==> config.mk <==
export PLATFORM = sky130hd
export DESIGN_NAME = ese_seq
export DESIGN_NICKNAME = d
export VERILOG_FILES = /design/src/rtl/ese_pkg.sv /design/src/rtl/ese_seq.sv
export SDC_FILE = /design/constraint.sdc
export NUM_CORES = 1
export LEC_CHECK = 0
export BUFFER_PORTS_ARGS = -buffer_cell sky130_fd_sc_hd__buf_2
export CORE_UTILIZATION = 49
export CTS_BUF_LIST = sky130_fd_sc_hd__clkbuf_4 sky130_fd_sc_hd__clkbuf_8
export DETAILED_ROUTE_END_ITERATION = 10
export PLACE_DENSITY = 0.82
export SLEW_MARGIN = 10
export SYNTH_ARGS = -nofsm -noshare
export SYNTH_HDL_FRONTEND = slang
export SYNTH_SLANG_ARGS = --single-unit
export TNS_END_PERCENT = 5
==> constraint.sdc <==
create_clock -name aclk -period 2 [get_ports aclk]
set_input_delay 0.2 -clock aclk [delete_from_list [all_inputs] [get_ports aclk]]
set_output_delay 0.2 -clock aclk [all_outputs]
set_load 0.01 [all_outputs]
==> src/rtl/ese_pkg.sv <==
// ----------------------------------------------------------------------------
// Exponential search engine - package
// Operation codes, microcode layout and the microprogram ROM.
// ----------------------------------------------------------------------------
`default_nettype none

package ese_pkg;

    localparam int unsigned DEPTH_DEF = 1024;
    localparam int unsigned VAL_W     = 32;
    localparam int unsigned POS_W     = 10;
    localparam int unsigned OP_W      = 2;

    // Operation codes on the input channel
    localparam logic [OP_W-1:0] OP_CLEAR  = 2'd0;
    localparam logic [OP_W-1:0] OP_APPEND = 2'd1;
    localparam logic [OP_W-1:0] OP_SEARCH = 2'd2;

    // Microprogram step addresses
    typedef logic [2:0] step_t;
    localparam step_t ST_IDLE   = 3'd0;
    localparam step_t ST_APPEND = 3'd1;
    localparam step_t ST_SINIT  = 3'd2;
    localparam step_t ST_GALLOP = 3'd3;
    localparam step_t ST_MID    = 3'd4;
    localparam step_t ST_CMP    = 3'd5;
    localparam step_t ST_FOUND  = 3'd6;
    localparam step_t ST_MISS   = 3'd7;

    // Sequencer jump kinds
    typedef logic [2:0] jmp_t;
    localparam jmp_t J_DISPATCH = 3'd0; // wait for a beat, branch on operation
    localparam jmp_t J_OUT      = 3'd1; // hold until output slot free, then tgt
    localparam jmp_t J_EMPTY    = 3'd2; // empty table ? tgt : next
    localparam jmp_t J_GALLOP   = 3'd3; // keep galloping ? tgt : next
    localparam jmp_t J_BSEND    = 3'd4; // bracket empty ? tgt : next
    localparam jmp_t J_HIT      = 3'd5; // match ? next : tgt

    // Datapath operations
    typedef logic [2:0] dop_t;
    localparam dop_t D_NONE   = 3'd0;
    localparam dop_t D_APPEND = 3'd1;
    localparam dop_t D_SINIT  = 3'd2;
    localparam dop_t D_GALLOP = 3'd3;
    localparam dop_t D_MID    = 3'd4;
    localparam dop_t D_CMP    = 3'd5;
    localparam dop_t D_FOUND  = 3'd6;
    localparam dop_t D_MISS   = 3'd7;

    typedef struct packed {
        jmp_t  jmp;
        step_t tgt;
        dop_t  dop;
    } uword_t;

    // Sequencer to datapath
    typedef struct packed {
        logic accept;
        dop_t dop;
    } ese_ctrl_t;

    // Datapath to sequencer
    typedef struct packed {
        logic empty;
        logic gal_more;
        logic bs_done;
        logic hit;
        logic out_free;
    } ese_stat_t;

    // Microprogram ROM
    function automatic uword_t ucode(input step_t s);
        uword_t w;
        case (s)
            ST_IDLE:   w = '{jmp: J_DISPATCH, tgt: ST_IDLE,   dop: D_NONE};
            ST_APPEND: w = '{jmp: J_OUT,      tgt: ST_IDLE,   dop: D_APPEND};
            ST_SINIT:  w = '{jmp: J_EMPTY,    tgt: ST_MISS,   dop: D_SINIT};
            ST_GALLOP: w = '{jmp: J_GALLOP,   tgt: ST_GALLOP, dop: D_GALLOP};
            ST_MID:    w = '{jmp: J_BSEND,    tgt: ST_MISS,   dop: D_MID};
            ST_CMP:    w = '{jmp: J_HIT,      tgt: ST_MID,    dop: D_CMP};
            ST_FOUND:  w = '{jmp: J_OUT,      tgt: ST_IDLE,   dop: D_FOUND};
            ST_MISS:   w = '{jmp: J_OUT,      tgt: ST_IDLE,   dop: D_MISS};
            default:   w = '{jmp: J_DISPATCH, tgt: ST_IDLE,   dop: D_NONE};
        endcase
        return w;
    endfunction

endpackage

`default_nettype wire

==> src/rtl/ese_seq.sv <==
// ----------------------------------------------------------------------------
// Exponential search engine - microcode sequencer
// Step counter over the microprogram ROM with conditional jumps.
// ----------------------------------------------------------------------------
`default_nettype none

module ese_seq (
    input  wire logic                      aclk,
    input  wire logic                      aresetn,
    input  wire logic                      s_valid,
    input  wire logic [ese_pkg::OP_W-1:0]  s_operation,
    input  wire ese_pkg::ese_stat_t        stat,
    output logic                           s_ready,
    output ese_pkg::ese_ctrl_t             ctrl
);
    import ese_pkg::*;

    step_t  upc_reg;
    step_t  upc_next;
    step_t  upc_inc;
    uword_t uw;
    logic   accept;

    assign uw      = ucode(upc_reg);
    assign upc_inc = step_t'(upc_reg + 3'd1);
    assign s_ready = (uw.jmp == J_DISPATCH);
    assign accept  = s_ready & s_valid;

    assign ctrl.accept = accept;
    assign ctrl.dop    = uw.dop;

    // next step select
    always_comb begin
        case (uw.jmp)
            J_DISPATCH: begin
                upc_next = ST_IDLE;
                if (accept) begin
                    case (s_operation)
                        OP_APPEND: upc_next = ST_APPEND;
                        OP_SEARCH: upc_next = ST_SINIT;
                        default:   upc_next = ST_IDLE;
                    endcase
                end
            end
            J_OUT:    upc_next = stat.out_free ? uw.tgt : upc_reg;
            J_EMPTY:  upc_next = stat.empty    ? uw.tgt : upc_inc;
            J_GALLOP: upc_next = stat.gal_more ? uw.tgt : upc_inc;
            J_BSEND:  upc_next = stat.bs_done  ? uw.tgt : upc_inc;
            J_HIT:    upc_next = stat.hit      ? upc_inc : uw.tgt;
            default:  upc_next = ST_IDLE;
        endcase
    end

    // step counter
    always_ff @(posedge aclk) begin
        if (!aresetn) begin
            upc_reg <= ST_IDLE;
        end else begin
            upc_reg <= upc_next;
        end
    end

endmodule

`default_nettype wire

==> impl_metrics.tcl <==
set metrics [dict create \
    outcome "completed" \
    final_util_pct 60.67 \
    drive_gt1_share_pct 25.77 \
    rr_worst_depth 7 \
    whs_path_depth 2 \
    place.gp.congestion 0.7713 \
    holdWs_ns 0.2124 \
    async_flop_share_pct 0 \
    fin_nets 109 \
    vias 595 \
    die_w_um 39.48 \
    antenna_found_initial 0 \
    hold_viol 0 \
    coreArea_um2 1301 \
    reg2reg_from "uw[8]" \
    avgSynthCellArea_um2 8.392 \
    finalPower_mw 0.5009 \
    crit_type "flop to flop" \
    worst_hold_path.endpoint "uw[2]" \
    cts_resized 0 \
    use_met2_pct 34.02 \
    finalMaxSlewViolations 0 \
    powerDensity_nw_per_um2 634.4 \
    period_needed_ns 1.843 \
    path_cells "buf_4, nor2b_1, nand3_1, a2bb2oi_1, a41o_1, and3_4, a21o_1" \
    busiest_layer "met2" \
    layout_commonest_cell "buf_2" \
    clockPowerShare_pct 31.0 \
    postCtsSetupRepairBufs 0 \
    rows 13 \
    overflow 0 \
    cts.path.max_buffers 2 \
    viasPerCell 5.313 \
    synth_area_leaders "dfxtp_1, nand2b_1, nor2b_1" \
    combPwrFrac_pct 21.2 \
    ys_seq_elements 11 \
    tns_ns 0 \
    grtUsageMet3_pct 3.409 \
    cp-start-kind "flop" \
    synth-edff-count 0 \
    crit_required_ns 2.16 \
    grt_pass1_wl_um 2132 \
    hpwl_um 1073 \
    clock.fmax_mhz 542.5 \
    netlist.area_leader.share_pct 32.00 \
    yosys_warnings 0 \
    synth_area_um2 688.2 \
    hold_class "input pin to flop" \
    synth_top_cell_by_area "dfxtp_1" \
    cap_violations 0 \
    internal_power_mw 0.3715 \
    cts_tree "yes" \
    leakage_nw 0.3632 \
    postCtsHoldBufs 0 \
    h-tree-depth 1 \
    largest_reg_flops 8 \
    synth_cell_types 30 \
    ant_nets 0 \
    path_clk_slew_ns 0.06 \
    seq_area_frac_synth_pct 32.00 \
    syn_inst 82 \
    ios 15 \
    rsz0062_at_grt "false" \
    dr.first_iter.drc_count 9 \
    r2r_slack_ns 0.16 \
    max_stage_delay_ns 0.35 \
    fill_cells 128 \
    synthToLayoutAreaGrowth_pct 14.73 \
    grt_max_degree 11 \
    start_util_pct 52.88 \
    antenna_cells 0 \
    finalCritPeriodShare_pct 92.16 \
    relSlewSlack_pct 81.82 \
    finClkSkew_ns 0.0002706 \
    setup_violations 0 \
    grt_util_met1_pct 24.22 \
    die_h_um 39.48 \
    worstMarginPinSlew_ns 0.2721 \
    wire_per_inst_um 11.84 \
    endpoint_kind "flop" \
    port_buffers 14 \
    hp-start "aresetn" \
    synth_flop_cell "dfxtp_1" \
    ir_drop_uv 364.5 \
    layout_common_cells "buf_2, dfxtp_1, nand2_1, nor2_1" \
    p_sw_mw 0.1294 \
    cts_buffers 3 \
    die_area_um2 1558 \
    arrival_ns 2.00 \
    ctsRootBufferMaster "clkbuf_4" \
    syn-num-nets 93 \
    path_max_fanout 7 \
    seq_power_share_pct 47.8 \
    grt_pass1_vias 551 \
    crit_path_top_delay_cell "dfxtp_1" \
    drtPass1Iterations 3 \
    swShare_pct 25.83 \
    worst_skew_pair.late_latency_ns 0.26 \
    r2r_end "uw[5]" \
    grtUsageTotal_pct 20.24 \
    drc 0 \
    totalWireLength_um 1326 \
    clkSinkCount 11 \
]
## synthesized netlist by cell type, drive strengths merged, types with 2 or more instances
cell type / instances
a21oi: 3
a2bb2oi: 2
nand2b: 5
mux2i: 2
a41o: 2
nor2b: 5
and2: 3
nand3: 2
nor3: 2
a32oi: 2
nor2: 6
nand3b: 4
o211ai: 2
nand2: 6
inv: 4
nand4: 3
o21ai: 2
buf: 7
dfxtp: 11
## power groups by stage
stage | Sequential [mW] | Clock (mW) | Combinational [mW]
after floorplan | 0.241 | 0 | 0.0795
after global placement | 0.243 | 0 | 0.104
after detailed placement | 0.244 | 0 | 0.106
after CTS | 0.239 | 0.163 | 0.107
after global routing | 0.241 | 0.172 | 0.118
final | 0.239 | 0.155 | 0.106
## worst max-delay path, delay by kind of cell (launching register included)
family,cells,cell delay [ns]
flip-flops,1,0.35
AO/OA/AOI/OAI,3,0.61
AND/OR/NAND/NOR,3,0.64
buffers and inverters,1,0.14
## layer usage
layer  vias up  part of all wire, %  wire length [um]
met3         2                  2.5                33
met2         8                   50               661
met4         0                 0.60                 8
met1       265                   47               622
met5         -                    0                 0
li1        320                    -                 -
## kinds of logic (layout without fill, tap and decap cells)
family / Yosys count / after routing / synth area share [%]
and+or+nand+nor: 39 / 39 / 32.55
DFF: 11 / 11 / 32.00
buffers and inverters: 12 / 27 / 10.18
adders and majority gates: 1 / 1 / 1.818
AOI/OAI and AO/OA: 17 / 17 / 20.55
muxes: 2 / 2 / 2.909
## final cells by class
class | instances | area [um^2] | share of cell area, %
repair buffers | 19 | 107.6 | 13.63
multi-input cells | 59 | 397.9 | 50.40
clock buffers | 4 | 30.03 | 3.803
well taps | 15 | 18.77 | 2.377
flip-flops and latches | 11 | 220.2 | 27.89
inverters | 4 | 15.01 | 1.902
## worst max path at each step
stage | to | depth (start not counted) | slack [ns] | from
global placement | uw[5] | 5 | 0.24 | uw[8]
CTS | uw[5] | 7 | 0.18 | uw[8]
floorplan | uw[5] | 7 | 0.05 | uw[8]
detailed placement | uw[5] | 7 | 0.19 | uw[8]
global route | uw[5] | 7 | 0.05 | uw[8]
finish | uw[5] | 7 | 0.16 | uw[8]
## through the flow
| step | area [um^2] | std cells | setup WS [ns] |
|---|---|---|---|
| 5_1_grt | 789.5 | 112 | 0.04751 |
| 3_3_place_gp | 759.5 | 108 | 0.2438 |
| 4_1_cts | 789.5 | 112 | 0.1757 |
| 2_1_floorplan | 688.2 | 82 | 0.04925 |
| 6_report | 789.5 | 112 | 0.1568 |
| 3_5_place_dp | 759.5 | 108 | 0.1902 |
Power figures use the tool's default switching activity.
